[src/mvf_pkg.sv]
package mvf_pkg;

  // built vertex limit and derived widths
  localparam int MAX_VERTICES = 32;
  localparam int VTX_W        = $clog2(MAX_VERTICES);
  localparam int CNT_W        = VTX_W + 1;
  localparam int ROW_W        = MAX_VERTICES;

  typedef logic [VTX_W-1:0] vtx_t;
  typedef logic [CNT_W-1:0] cnt_t;
  typedef logic [ROW_W-1:0] row_t;

  // vertex count after reset
  localparam cnt_t COUNT_RESET = cnt_t'(MAX_VERTICES);

endpackage

[src/mvf_ifs.sv]
// adjacency row channel
interface mvf_in_if;
  import mvf_pkg::*;
  logic valid;
  logic ready;
  vtx_t row_index;
  row_t row_bits;
  logic last_row;

  modport source (output valid, output row_index, output row_bits, output last_row,
                  input ready);
  modport sink (input valid, input row_index, input row_bits, input last_row,
                output ready);
endinterface

// search result channel
interface mvf_out_if;
  import mvf_pkg::*;
  logic valid;
  logic ready;
  logic found;
  vtx_t mother_vertex;

  modport source (output valid, output found, output mother_vertex, input ready);
  modport sink (input valid, input found, input mother_vertex, output ready);
endinterface

[src/mother_vertex_finder.sv]
// channel   dir  payload                              transaction
// in_ch     in   row_index, row_bits, last_row        one adjacency row
// out_ch    out  found, mother_vertex                 one result per last row
// cfg_*     in   cfg_wdata (vertex count)             write when cfg_we high
//
// Rows load one per cycle while idle; a row marked last starts the search.
// Search: each scanned vertex slot and each push is a step of its own; a
// backtrack takes a stack memory read (ST_EXAM), then a row memory read
// (ST_POPW); the single read port of the row memory sets this pace.
// Reset is synchronous; row valid flags clear at once, no clearing pass.
// Input is taken only while idle; the result waits in an output register,
// so rows of the next graph load while the previous result is unread.
module mother_vertex_finder (
  input  logic                clk,
  input  logic                rst_n,
  input  logic                cfg_we,
  input  logic [mvf_pkg::CNT_W-1:0] cfg_wdata,
  mvf_in_if.sink              in_ch,
  mvf_out_if.source           out_ch
);
  import mvf_pkg::*;

  typedef enum logic [4:0] {
    ST_IDLE = 5'b00001,
    ST_SCAN = 5'b00010,
    ST_EXAM = 5'b00100,
    ST_POPW = 5'b01000,
    ST_DONE = 5'b10000
  } state_t;

  // lowest set bit
  function automatic vtx_t lowest_bit(input row_t x);
    vtx_t r;
    r = '0;
    for (int i = ROW_W - 1; i >= 0; i--) begin
      if (x[i]) r = vtx_t'(i);
    end
    return r;
  endfunction

  state_t state_r, state_nxt;
  cnt_t   count_r;
  row_t   visited_r, visited_nxt;
  row_t   row_vld_r, row_vld_nxt;
  vtx_t   top_r, top_nxt;
  cnt_t   depth_r, depth_nxt;
  vtx_t   last_root_r, last_root_nxt;
  cnt_t   scan_r, scan_nxt;
  logic   pass_two_r, pass_two_nxt;
  logic   out_valid_r, out_valid_nxt;
  logic   out_found_r, out_found_nxt;
  vtx_t   out_vertex_r, out_vertex_nxt;

  // row store and walk stack
  row_t   row_mem [MAX_VERTICES];
  row_t   row_q;
  logic   row_q_vld;
  vtx_t   row_raddr;
  vtx_t   stk_mem [MAX_VERTICES];
  vtx_t   stk_q;
  vtx_t   stk_raddr;
  cnt_t   stk_raddr_full;
  logic   stk_we;
  vtx_t   stk_waddr;
  vtx_t   stk_wdata;

  cnt_t   used_n;
  row_t   use_mask;
  row_t   cand;
  logic   push;
  vtx_t   next_w;
  logic   in_acc;

  // effective vertex count and edge mask
  always_comb begin
    if (count_r == '0) begin
      used_n = cnt_t'(1);
    end else if (count_r > cnt_t'(MAX_VERTICES)) begin
      used_n = cnt_t'(MAX_VERTICES);
    end else begin
      used_n = count_r;
    end
    for (int j = 0; j < ROW_W; j++) begin
      use_mask[j] = (cnt_t'(j) < used_n);
    end
  end

  // unvisited neighbors of the vertex on top of the stack
  always_comb begin
    if (row_q_vld && ({1'b0, top_r} < used_n)) begin
      cand = row_q & use_mask & ~visited_r;
    end else begin
      cand = '0;
    end
  end

  assign push           = (|cand) && (depth_r < cnt_t'(MAX_VERTICES));
  assign next_w         = lowest_bit(cand);
  assign stk_raddr_full = depth_r - cnt_t'(2);
  assign stk_raddr      = stk_raddr_full[VTX_W-1:0];
  assign in_acc         = in_ch.valid && in_ch.ready;

  assign in_ch.ready          = (state_r == ST_IDLE);
  assign out_ch.valid         = out_valid_r;
  assign out_ch.found         = out_found_r;
  assign out_ch.mother_vertex = out_vertex_r;

  // search sequencer
  always_comb begin
    state_nxt      = state_r;
    visited_nxt    = visited_r;
    row_vld_nxt    = row_vld_r;
    top_nxt        = top_r;
    depth_nxt      = depth_r;
    last_root_nxt  = last_root_r;
    scan_nxt       = scan_r;
    pass_two_nxt   = pass_two_r;
    out_valid_nxt  = out_valid_r && !out_ch.ready;
    out_found_nxt  = out_found_r;
    out_vertex_nxt = out_vertex_r;
    row_raddr      = top_r;
    stk_we         = 1'b0;
    stk_waddr      = '0;
    stk_wdata      = top_r;

    case (state_r)
      ST_IDLE: begin
        if (in_acc) begin
          row_vld_nxt[in_ch.row_index] = 1'b1;
          if (in_ch.last_row) begin
            visited_nxt   = '0;
            last_root_nxt = '0;
            scan_nxt      = '0;
            pass_two_nxt  = 1'b0;
            state_nxt     = ST_SCAN;
          end
        end
      end
      ST_SCAN: begin
        if (scan_r == used_n) begin
          // pass one over, walk again from the last root
          visited_nxt  = row_t'(1) << last_root_r;
          top_nxt      = last_root_r;
          stk_we       = 1'b1;
          stk_wdata    = last_root_r;
          depth_nxt    = cnt_t'(1);
          row_raddr    = last_root_r;
          pass_two_nxt = 1'b1;
          state_nxt    = ST_EXAM;
        end else if (visited_r[scan_r[VTX_W-1:0]]) begin
          scan_nxt = scan_r + cnt_t'(1);
        end else begin
          // new walk from this vertex
          visited_nxt   = visited_r | (row_t'(1) << scan_r[VTX_W-1:0]);
          top_nxt       = scan_r[VTX_W-1:0];
          last_root_nxt = scan_r[VTX_W-1:0];
          stk_we        = 1'b1;
          stk_wdata     = scan_r[VTX_W-1:0];
          depth_nxt     = cnt_t'(1);
          row_raddr     = scan_r[VTX_W-1:0];
          state_nxt     = ST_EXAM;
        end
      end
      ST_EXAM: begin
        if (push) begin
          visited_nxt = visited_r | (row_t'(1) << next_w);
          stk_we      = 1'b1;
          stk_waddr   = depth_r[VTX_W-1:0];
          stk_wdata   = next_w;
          depth_nxt   = depth_r + cnt_t'(1);
          top_nxt     = next_w;
          row_raddr   = next_w;
        end else begin
          depth_nxt = depth_r - cnt_t'(1);
          if (depth_r == cnt_t'(1)) begin
            if (pass_two_r) begin
              state_nxt = ST_DONE;
            end else begin
              scan_nxt  = scan_r + cnt_t'(1);
              state_nxt = ST_SCAN;
            end
          end else begin
            state_nxt = ST_POPW;
          end
        end
      end
      ST_POPW: begin
        // new top of stack arrives from the stack memory
        top_nxt   = stk_q;
        row_raddr = stk_q;
        state_nxt = ST_EXAM;
      end
      ST_DONE: begin
        if (!out_valid_r || out_ch.ready) begin
          out_valid_nxt = 1'b1;
          if ((visited_r & use_mask) == use_mask) begin
            out_found_nxt  = 1'b1;
            out_vertex_nxt = last_root_r;
          end else begin
            out_found_nxt  = 1'b0;
            out_vertex_nxt = '0;
          end
          pass_two_nxt = 1'b0;
          state_nxt    = ST_IDLE;
        end
      end
      default: begin
        state_nxt = ST_IDLE;
      end
    endcase
  end

  // row memory
  always_ff @(posedge clk) begin
    if (in_acc) begin
      row_mem[in_ch.row_index] <= in_ch.row_bits;
    end
    row_q     <= row_mem[row_raddr];
    row_q_vld <= row_vld_r[row_raddr];
  end

  // stack memory
  always_ff @(posedge clk) begin
    if (stk_we) begin
      stk_mem[stk_waddr] <= stk_wdata;
    end
    stk_q <= stk_mem[stk_raddr];
  end

  // control registers
  always_ff @(posedge clk) begin
    if (!rst_n) begin
      state_r     <= ST_IDLE;
      count_r     <= COUNT_RESET;
      visited_r   <= '0;
      row_vld_r   <= '0;
      depth_r     <= '0;
      last_root_r <= '0;
      scan_r      <= '0;
      pass_two_r  <= 1'b0;
      out_valid_r <= 1'b0;
    end else begin
      state_r     <= state_nxt;
      visited_r   <= visited_nxt;
      row_vld_r   <= row_vld_nxt;
      depth_r     <= depth_nxt;
      last_root_r <= last_root_nxt;
      scan_r      <= scan_nxt;
      pass_two_r  <= pass_two_nxt;
      out_valid_r <= out_valid_nxt;
      if (cfg_we) begin
        count_r <= cfg_wdata;
      end
    end
  end

  // payload registers
  always_ff @(posedge clk) begin
    top_r        <= top_nxt;
    out_found_r  <= out_found_nxt;
    out_vertex_r <= out_vertex_nxt;
  end

endmodule

[src/flat_wrapper.sv]
// flat-port wrapper written by rule: the top's interface ports become plain ports
module mother_vertex_finder_flat import mvf_pkg::*;
  (clk, rst_n, cfg_we, cfg_wdata, in_ch_valid, in_ch_row_index, in_ch_row_bits, in_ch_last_row, in_ch_ready, out_ch_valid, out_ch_found, out_ch_mother_vertex, out_ch_ready);
  mvf_in_if in_ch_i ();
  mvf_out_if out_ch_i ();
  input  logic clk;
  input  logic rst_n;
  input  logic cfg_we;
  input  logic [mvf_pkg::CNT_W-1:0] cfg_wdata;
  input wire logic [$bits(in_ch_i.valid)-1:0] in_ch_valid;
  input wire logic [$bits(in_ch_i.row_index)-1:0] in_ch_row_index;
  input wire logic [$bits(in_ch_i.row_bits)-1:0] in_ch_row_bits;
  input wire logic [$bits(in_ch_i.last_row)-1:0] in_ch_last_row;
  output wire logic [$bits(in_ch_i.ready)-1:0] in_ch_ready;
  output wire logic [$bits(out_ch_i.valid)-1:0] out_ch_valid;
  output wire logic [$bits(out_ch_i.found)-1:0] out_ch_found;
  output wire logic [$bits(out_ch_i.mother_vertex)-1:0] out_ch_mother_vertex;
  input wire logic [$bits(out_ch_i.ready)-1:0] out_ch_ready;
  assign in_ch_i.valid = in_ch_valid;
  assign in_ch_i.row_index = in_ch_row_index;
  assign in_ch_i.row_bits = in_ch_row_bits;
  assign in_ch_i.last_row = in_ch_last_row;
  assign in_ch_ready = in_ch_i.ready;
  assign out_ch_valid = out_ch_i.valid;
  assign out_ch_found = out_ch_i.found;
  assign out_ch_mother_vertex = out_ch_i.mother_vertex;
  assign out_ch_i.ready = out_ch_ready;
  mother_vertex_finder u_core (.clk(clk), .rst_n(rst_n), .cfg_we(cfg_we), .cfg_wdata(cfg_wdata), .in_ch(in_ch_i), .out_ch(out_ch_i));
endmodule
[config.mk]
export PLATFORM = sky130hd
export DESIGN_NAME = mother_vertex_finder_flat
export DESIGN_NICKNAME = d
export VERILOG_FILES = /design/src/mvf_pkg.sv /design/src/mvf_ifs.sv /design/src/mother_vertex_finder.sv /design/src/flat_wrapper.sv
export SDC_FILE = /design/constraint.sdc
export NUM_CORES = 2
export LEC_CHECK = 0
export BUFFER_PORTS_ARGS = -buffer_cell sky130_fd_sc_hd__buf_2
export CAP_MARGIN = 25
export CORE_MARGIN = 4
export CORE_UTILIZATION = 50
export DETAILED_ROUTE_END_ITERATION = 10
export GPL_TIMING_DRIVEN = 0
export PLACE_DENSITY_LB_ADDON = 0.2
export SLEW_MARGIN = 20
export SYNTH_ARGS = -nofsm -noshare
export SYNTH_HDL_FRONTEND = slang
export SYNTH_SLANG_ARGS = --single-unit
[constraint.sdc]
create_clock -name clk -period 6.9 [get_ports clk]
set_input_delay 0.69 -clock clk [delete_from_list [all_inputs] [get_ports clk]]
set_output_delay 0.69 -clock clk [all_outputs]
set_load 0.02 [all_outputs]
* Word-level counts from Yosys, hierarchy flattened *
Memories as Yosys holds them, arrays and structs flattened. A register that Yosys moved wholly into a read port is not among the register bits.
Index checks and enable logic that the tools add are counted.

word-level totals
  flip-flop bits (word level) = 106
  bits in latches = 0
  bits in writable memories = 1184
  bits in read-only memories = 0
  bits of input ports = 49
  output and inout port bits = 8
  memories = 2

memories
  memory          words  width  read ports  clocked after memory_dff  wr ports  RTL line                    RTL
  u_core.row_mem  32     32     1           1                         1         mother_vertex_finder.sv:55  row_t row_mem [MAX_VERTICES];
  u_core.stk_mem  32     5      1           1                         1         mother_vertex_finder.sv:59  vtx_t stk_mem [MAX_VERTICES];

cells by class
  add/subtract/negate cells = 4
  $mul = 0
  div/mod/pow operators = 0
  magnitude comparators = 39
  equal/unequal tests = 20
  shifts and indexed selects = 3
  mux-type cells = 96
  bitwise operators = 7
  reductions and logical operators = 22

operators by type and width
  operator                count
  $mux W5                 49
  $mux W32                6
  $and A32 B32 Y32        3
  $lt A5 B6 Y1 const A    16
  $or A32 B32 Y32         3
  $pmux W32 S3            1
  $shl A1 B5 Y32 const A  3
  $mux W6                 12
  $lt A4 B6 Y1 const A    8
  $eq A32 B32 Y1          1
  $not A32 Y32            1
  $reduce_or A32 Y1       1
  $pmux W5 S5             1
  $lt A3 B6 Y1 const A    4
  $pmux W5 S2             2
  $reduce_and A5 Y1       4
  $lt A5 B6 Y1 const B    3
  $pmux W6 S3             1
  $mux W1                 17
  $pmux W5 S3             1
  $add A6 B1 Y6 const B   2
  $lt A1 B6 Y1 const A    2
  $lt A2 B6 Y1 const A    2
  $ne A2 B2 Y1 const B    6
  28 further kinds        42

* Longest topological paths before layout *
  depth in word-level cells = 43
  depth in mapped cells = 21

* Least setup slack after synthesis *
No wires, ideal clock.

  path kind = register to register
  start = register u_core.count_r[5]
  end = memory u_core.stk_mem[0][2] (netlist bit), data pin
  setup time = 0.454 ns
  arrival = 4.501 ns
  required time = 6.446 ns
  path slack = 1.945 ns
  stages on the path, launching flop included = 16
  path buffers = 5
  cells stage by stage = dfxtp_1 -> buf_4 -> buf_2 -> buf_2 -> clkbuf_1 -> nand2b_1 -> ha_1 -> and4b_1 -> o21ai_0 -> o221ai_1 -> a41oi_2 -> or3_1 -> o21a_1 -> and2_1 -> clkbuf_1 -> o21ai_0

between the ends
  cells in the longest elaborated chain, start to end = 41
  elaborated cells between the ends (all ways) = 79
  classes of those cells = order compare: 34; eq/ne: 1; mux: 38; bitwise: 2; reduce/logical: 4

ends and longest elaborated chain
  what                            RTL line                     RTL
  start, declared                 mother_vertex_finder.sv:42   cnt_t count_r;
  start signal, assigned          mother_vertex_finder.sv:252  count_r <= cfg_wdata;
  $gt A6 B6 Y1                    mother_vertex_finder.sv:78   end else if (count_r > cnt_t'(MAX_VERTICES)) begin
  $mux W6                         mother_vertex_finder.sv:78
  $mux W6 (*)                     mother_vertex_finder.sv:76   if (count_r == '0) begin
  $lt A5 B6 Y1                    mother_vertex_finder.sv:84   use_mask[j] = (cnt_t'(j) < used_n);
  $and A32 B32 Y32 (2 in series)  mother_vertex_finder.sv:91   cand = row_q & use_mask & ~visited_r;
  $mux W32                        mother_vertex_finder.sv:90   if (row_q_vld && ({1'b0, top_r} < used_n)) begin
  $mux W5 (32 in series)          mother_vertex_finder.sv:36   if (x[i]) r = vtx_t'(i);
  $mux W5                         mother_vertex_finder.sv:165  if (push) begin
  $pmux W5 S2 (*)                 mother_vertex_finder.sv:126  case (state_r)
  net u_core.stk_wdata[2]         mother_vertex_finder.sv:65   vtx_t stk_wdata;
  end, declared                   mother_vertex_finder.sv:59

Mark *: on every way through the listed nets, which the timed path passes. The rest lies on a longest branch.

* Worst setup path after layout *
  start = register u_core.count_r[5]
  end = register u_core.row_q[23] (read register of u_core.row_mem)

between the ends
  cells in the longest elaborated chain, start to end = 41
  elaborated cells between the ends (all ways) = 79
  classes of those cells = order compare: 34; eq/ne: 1; mux: 38; bitwise: 2; reduce/logical: 4

ends and longest elaborated chain
  what                            RTL line                     RTL
  $gt A6 B6 Y1                    mother_vertex_finder.sv:78
  $mux W6                         mother_vertex_finder.sv:78
  $mux W6 (*)                     mother_vertex_finder.sv:76
  $lt A5 B6 Y1                    mother_vertex_finder.sv:84
  $and A32 B32 Y32 (2 in series)  mother_vertex_finder.sv:91
  $mux W32                        mother_vertex_finder.sv:90
  $mux W5 (32 in series)          mother_vertex_finder.sv:36
  $mux W5                         mother_vertex_finder.sv:165
  $pmux W5 S3 (*)                 mother_vertex_finder.sv:126
  end, declared                   mother_vertex_finder.sv:56   row_t row_q;

Every way passes the cells marked *; elsewhere a longest branch is shown, timed or not.
A chain may end at the register's enable or synchronous reset.

==> summary.md <==
| Metric | Value |
|---|---|
| Gr usage total | `28.1%` |
| Required @ worst endpoint | `7.45 ns` |
| Hold Crit Class | `primary input to flop` |
| HPWL Detailed | `115,000 µm` |
| Crit path max-delay family | `buffers and inverters` |
| Least-Margin Pin Slew | `1.11 ns` |
| CP max FO | `10` |
| Most frequent CP cell | `buf_2` |
| Final WL | `164,000 µm` |
| Levels on crit path | `21` |
| # IOs | `57` |
| Crit-path slowest cell | `nor4_2` |
| Async S/R FF share, synth | `0%` |
| Vias per cell | `6.31` |
| Synth Register Bits | `1,327` |
| Cell count after synthesis | `3,731` |
| CTS hold repair buffers | `0` |
| CTS Buf Count | `138` |
| Clock Path Buffers | `3` |
| Slew headroom | `25.7%` |
| DR pass1 iterations | `6` |
| Tmin final | `6.76 ns` |
| Area Overhead vs Synth | `15.1%` |
| First-pass GRT wire length | `235,000 µm` |
| Peak VDD IR | `0.230 mV` |
| Top FF cell, synth | `edfxtp_1` |
| Core area | `108,000 µm²` |
| Status | `completed` |
| Max cap viols | `0` |
| Sequential share of power | `45.9%` |
| Worst setup margin | `0.138 ns` |
| Die X | `338 µm` |
| Final period utilization | `98.0%` |
| Routability congestion estimate | `0.959` |
| Yosys warns | `0` |
| Comb pwr share | `16.7%` |
| Routed len/inst | `29.8 µm` |
| Syn nets | `3,796` |
| R2R depth | `21` |
| Starting DRT DRC Count | `4,273` |
| Vias in the first global route | `33,700` |
| Distinct cells, synth | `97` |
| CTS H-Tree Depth | `4` |
| Post-layout util | `58.3%` |
| Initial Utilization | `50.6%` |
| Clock Latency Late Sink | `0.75 ns` |
| Layout cells sized above 1 | `14.6%` |
| Seq/Total Area, Yosys | `70.6%` |
| Site Rows | `120` |
| Worst-path clk slew | `0.06 ns` |
| EDFF count, synth | `1,190` |
| Startpoint types | `flop` |
| Internal power | `14.2 mW` |
| CTS tree | `done` |
| Hold Fails Final Rpt | `0` |
| Final Max Tran Viols | `0` |
| Port bufs | `54` |
| Kind of critical path | `flop to flop` |
| # clock sinks | `1,327` |
| Avg Synthesized Cell Area | `14.6 µm²` |
| Syn Std Cell Area | `54,500 µm²` |
| Commonest non-fill, non-tap cells in the layout | `edfxtp_1 (1,190), nand2_1 (394), mux2i_1 (307)` |
| Crit path capture type | `flop` |
| Clock power frac | `37.3%` |
| Largest net degree at the start of global routing | `33` |
| Total number of vias | `34,800` |
| Worst Hold Depth | `3` |
| Initial antenna violation count | `9` |
| # nets final | `4,049` |
| Setup violations, final | `0` |
| Critical path arrival | `7.32 ns` |
| Clock skew | `0.0225 ns` |
| CTS Root Cell | `clkbuf_16` |
| Power Density | `315 nW/µm²` |
| Worst-path cell chain | `buf_4, buf_2, buf_2, clkbuf_2, nand2b_1, ha_1, a21o_1, a21oi_1, o221ai_2, a41oi_4, or3_1, o221ai_1, a222oi_1, and2_1, buf_6, buf_2, buf_2, buf_2, a211oi_1, nor4_2, a31oi_2` |
| Max Clk Rate | `148 MHz` |
| Worst path bufs/invs | `8` |
| Slowest stage delay, CP | `0.53 ns` |
| Switching component of the power | `5.56 mW` |
| GRT overflow | `0` |
| LEAKAGE | `21.2 nW` |
| Post-Place Setup Slack | `-1.28 ns` |
| Die Y | `338 µm` |
| Commonest non-fill, non-tap cell in the layout | `edfxtp_1` |
| Final Total Pwr | `19.8 mW` |
| Die area | `114,000 µm²` |
| ANT nets after route | `0` |
| Total DRC errors in the routed layout | `0` |
| Switching Fraction | `28.1%` |
[path summary, 6_finish.rpt]
check | start | slack (ns) | endpoint
worst max register to register | u_core.count_r[5] | 0.14 | u_core.row_q[23]
worst min register to register | u_core.row_vld_r[27] | 0.46 | u_core.row_vld_r[27]
worst min-delay path | cfg_wdata[5] | 0.17 | u_core.count_r[5]
worst max-delay path | u_core.count_r[5] | 0.14 | u_core.row_q[23]
[final cells by class]
type | instances | area, µm²
diodes | 6 | 15.0
plain buffers | 244 | 1130
clock buffers | 191 | 3850
clock inverters | 62 | 638
fillers | 8174 | 44900
inverters | 26 | 97.6
multi-input cells | 2134 | 15400
flip-flops and latches | 1327 | 38500
well taps | 1403 | 1760
repair buffers | 113 | 1360
[Yosys cell counts, types with 16 or more instances]
| master | count | area share [%] |
|---|---|---|
| ha_1 | 16 | 0.37 |
| edfxtp_1 | 1190 | 66 |
| clkbuf_1 | 118 | 0.81 |
| o22ai_1 | 36 | 0.41 |
| nand2_1 | 397 | 2.7 |
| nor3_1 | 21 | 0.19 |
| a21boi_0 | 21 | 0.29 |
| a21oi_1 | 143 | 1.3 |
| mux2i_1 | 307 | 5.6 |
| nor4_1 | 40 | 0.46 |
| a22oi_1 | 112 | 1.5 |
| nand2b_1 | 19 | 0.22 |
| a211oi_1 | 204 | 2.8 |
| dfxtp_1 | 137 | 5.0 |
| a31oi_1 | 97 | 1.1 |
| o21a_1 | 39 | 0.54 |
| o211ai_1 | 44 | 0.61 |
| inv_1 | 22 | 0.15 |
| o21ai_0 | 58 | 0.53 |
| mux4_2 | 55 | 2.3 |
| nor2b_1 | 138 | 1.6 |
| buf_2 | 80 | 0.73 |
| nor2_1 | 127 | 0.87 |
| buf_1 | 31 | 0.21 |
| nand3_1 | 54 | 0.50 |
| o221ai_1 | 37 | 0.59 |
[power groups by stage]
| stage | clock network, mW | logic, mW | registers (mW) |
|---|---|---|---|
| CTS | 7.44 | 3.22 | 9.07 |
| global placement | 0 | 3.06 | 9.25 |
| detailed placement | 0 | 3.15 | 9.24 |
| floorplan | 0 | 1.87 | 9.16 |
| finish | 7.37 | 3.31 | 9.07 |
| global route | 7.79 | 3.47 | 9.07 |
[cells by family after synthesis]
| group | Yosys count | synth area share (%) |
|---|---|---|
| and+or+nand+nor | 872 | 7.58 |
| AOI/OAI and AO/OA | 860 | 10.9 |
| muxes | 373 | 8.14 |
| buffers and inverters | 270 | 2.15 |
| xor gates and xnor gates | 13 | 0.209 |
| adders and majority gates | 16 | 0.367 |
| DFF | 1327 | 70.6 |
[sequential cells by signal, summed over array words and instances (netlist names)]
name                         cells
u_core.row_mem                1024
u_core.stk_mem                 160
u_core.row_q                    32
u_core.row_vld_r                32
u_core.visited_r                32
u_core.count_r                   6
u_core.depth_r                   6
u_core.scan_r                    6
u_core.last_root_r               5
u_core.out_ch.mother_vertex      5
u_core.state_r                   5
u_core.stk_q                     5
u_core.top_r                     5
u_core.out_ch.found              1
u_core.out_ch.valid              1
u_core.pass_two_r                1
u_core.row_q_vld                 1
[per-layer routing]
layer | vias up | part of all wire (%) | global-route usage (%)
met4 | 2 | 5.0 | 12.5
met5 | - | 0.0079 | 0
met2 | 1816 | 47 | 45.4
met1 | 17400 | 40 | 38.2
met3 | 365 | 8.3 | 4.22
li1 | 15100 | - | -
[tightest hold or removal path, stage by stage]
cell and delay, ns:
buf_2 0.08, mux2i_1 0.06, nand2_1 0.05
[per-stage QoR]
step | setup TNS [ns] | instances | area (µm²) | hold slack, ns
6_report | 0 | 5506 | 62700 | 0.168
3_5_place_dp | -29.68 | 5241 | 57900 | 0.445
2_1_floorplan | 0 | 3731 | 54500 | 0.433
5_1_grt | -0.0685 | 5500 | 62700 | 0.169
3_3_place_gp | -91.13 | 5188 | 56500 | 0.440
4_1_cts | 0 | 5497 | 62600 | 0.133
[timing repair]
item	in CTS	in global routing
resized for setup	51	40
endpoints found under the setup margin	33	33
endpoints found under the hold margin	0	0
buffers inserted	3	1
pin swaps	2	1
No activity file was read; power rests on OpenSTA's default activity.
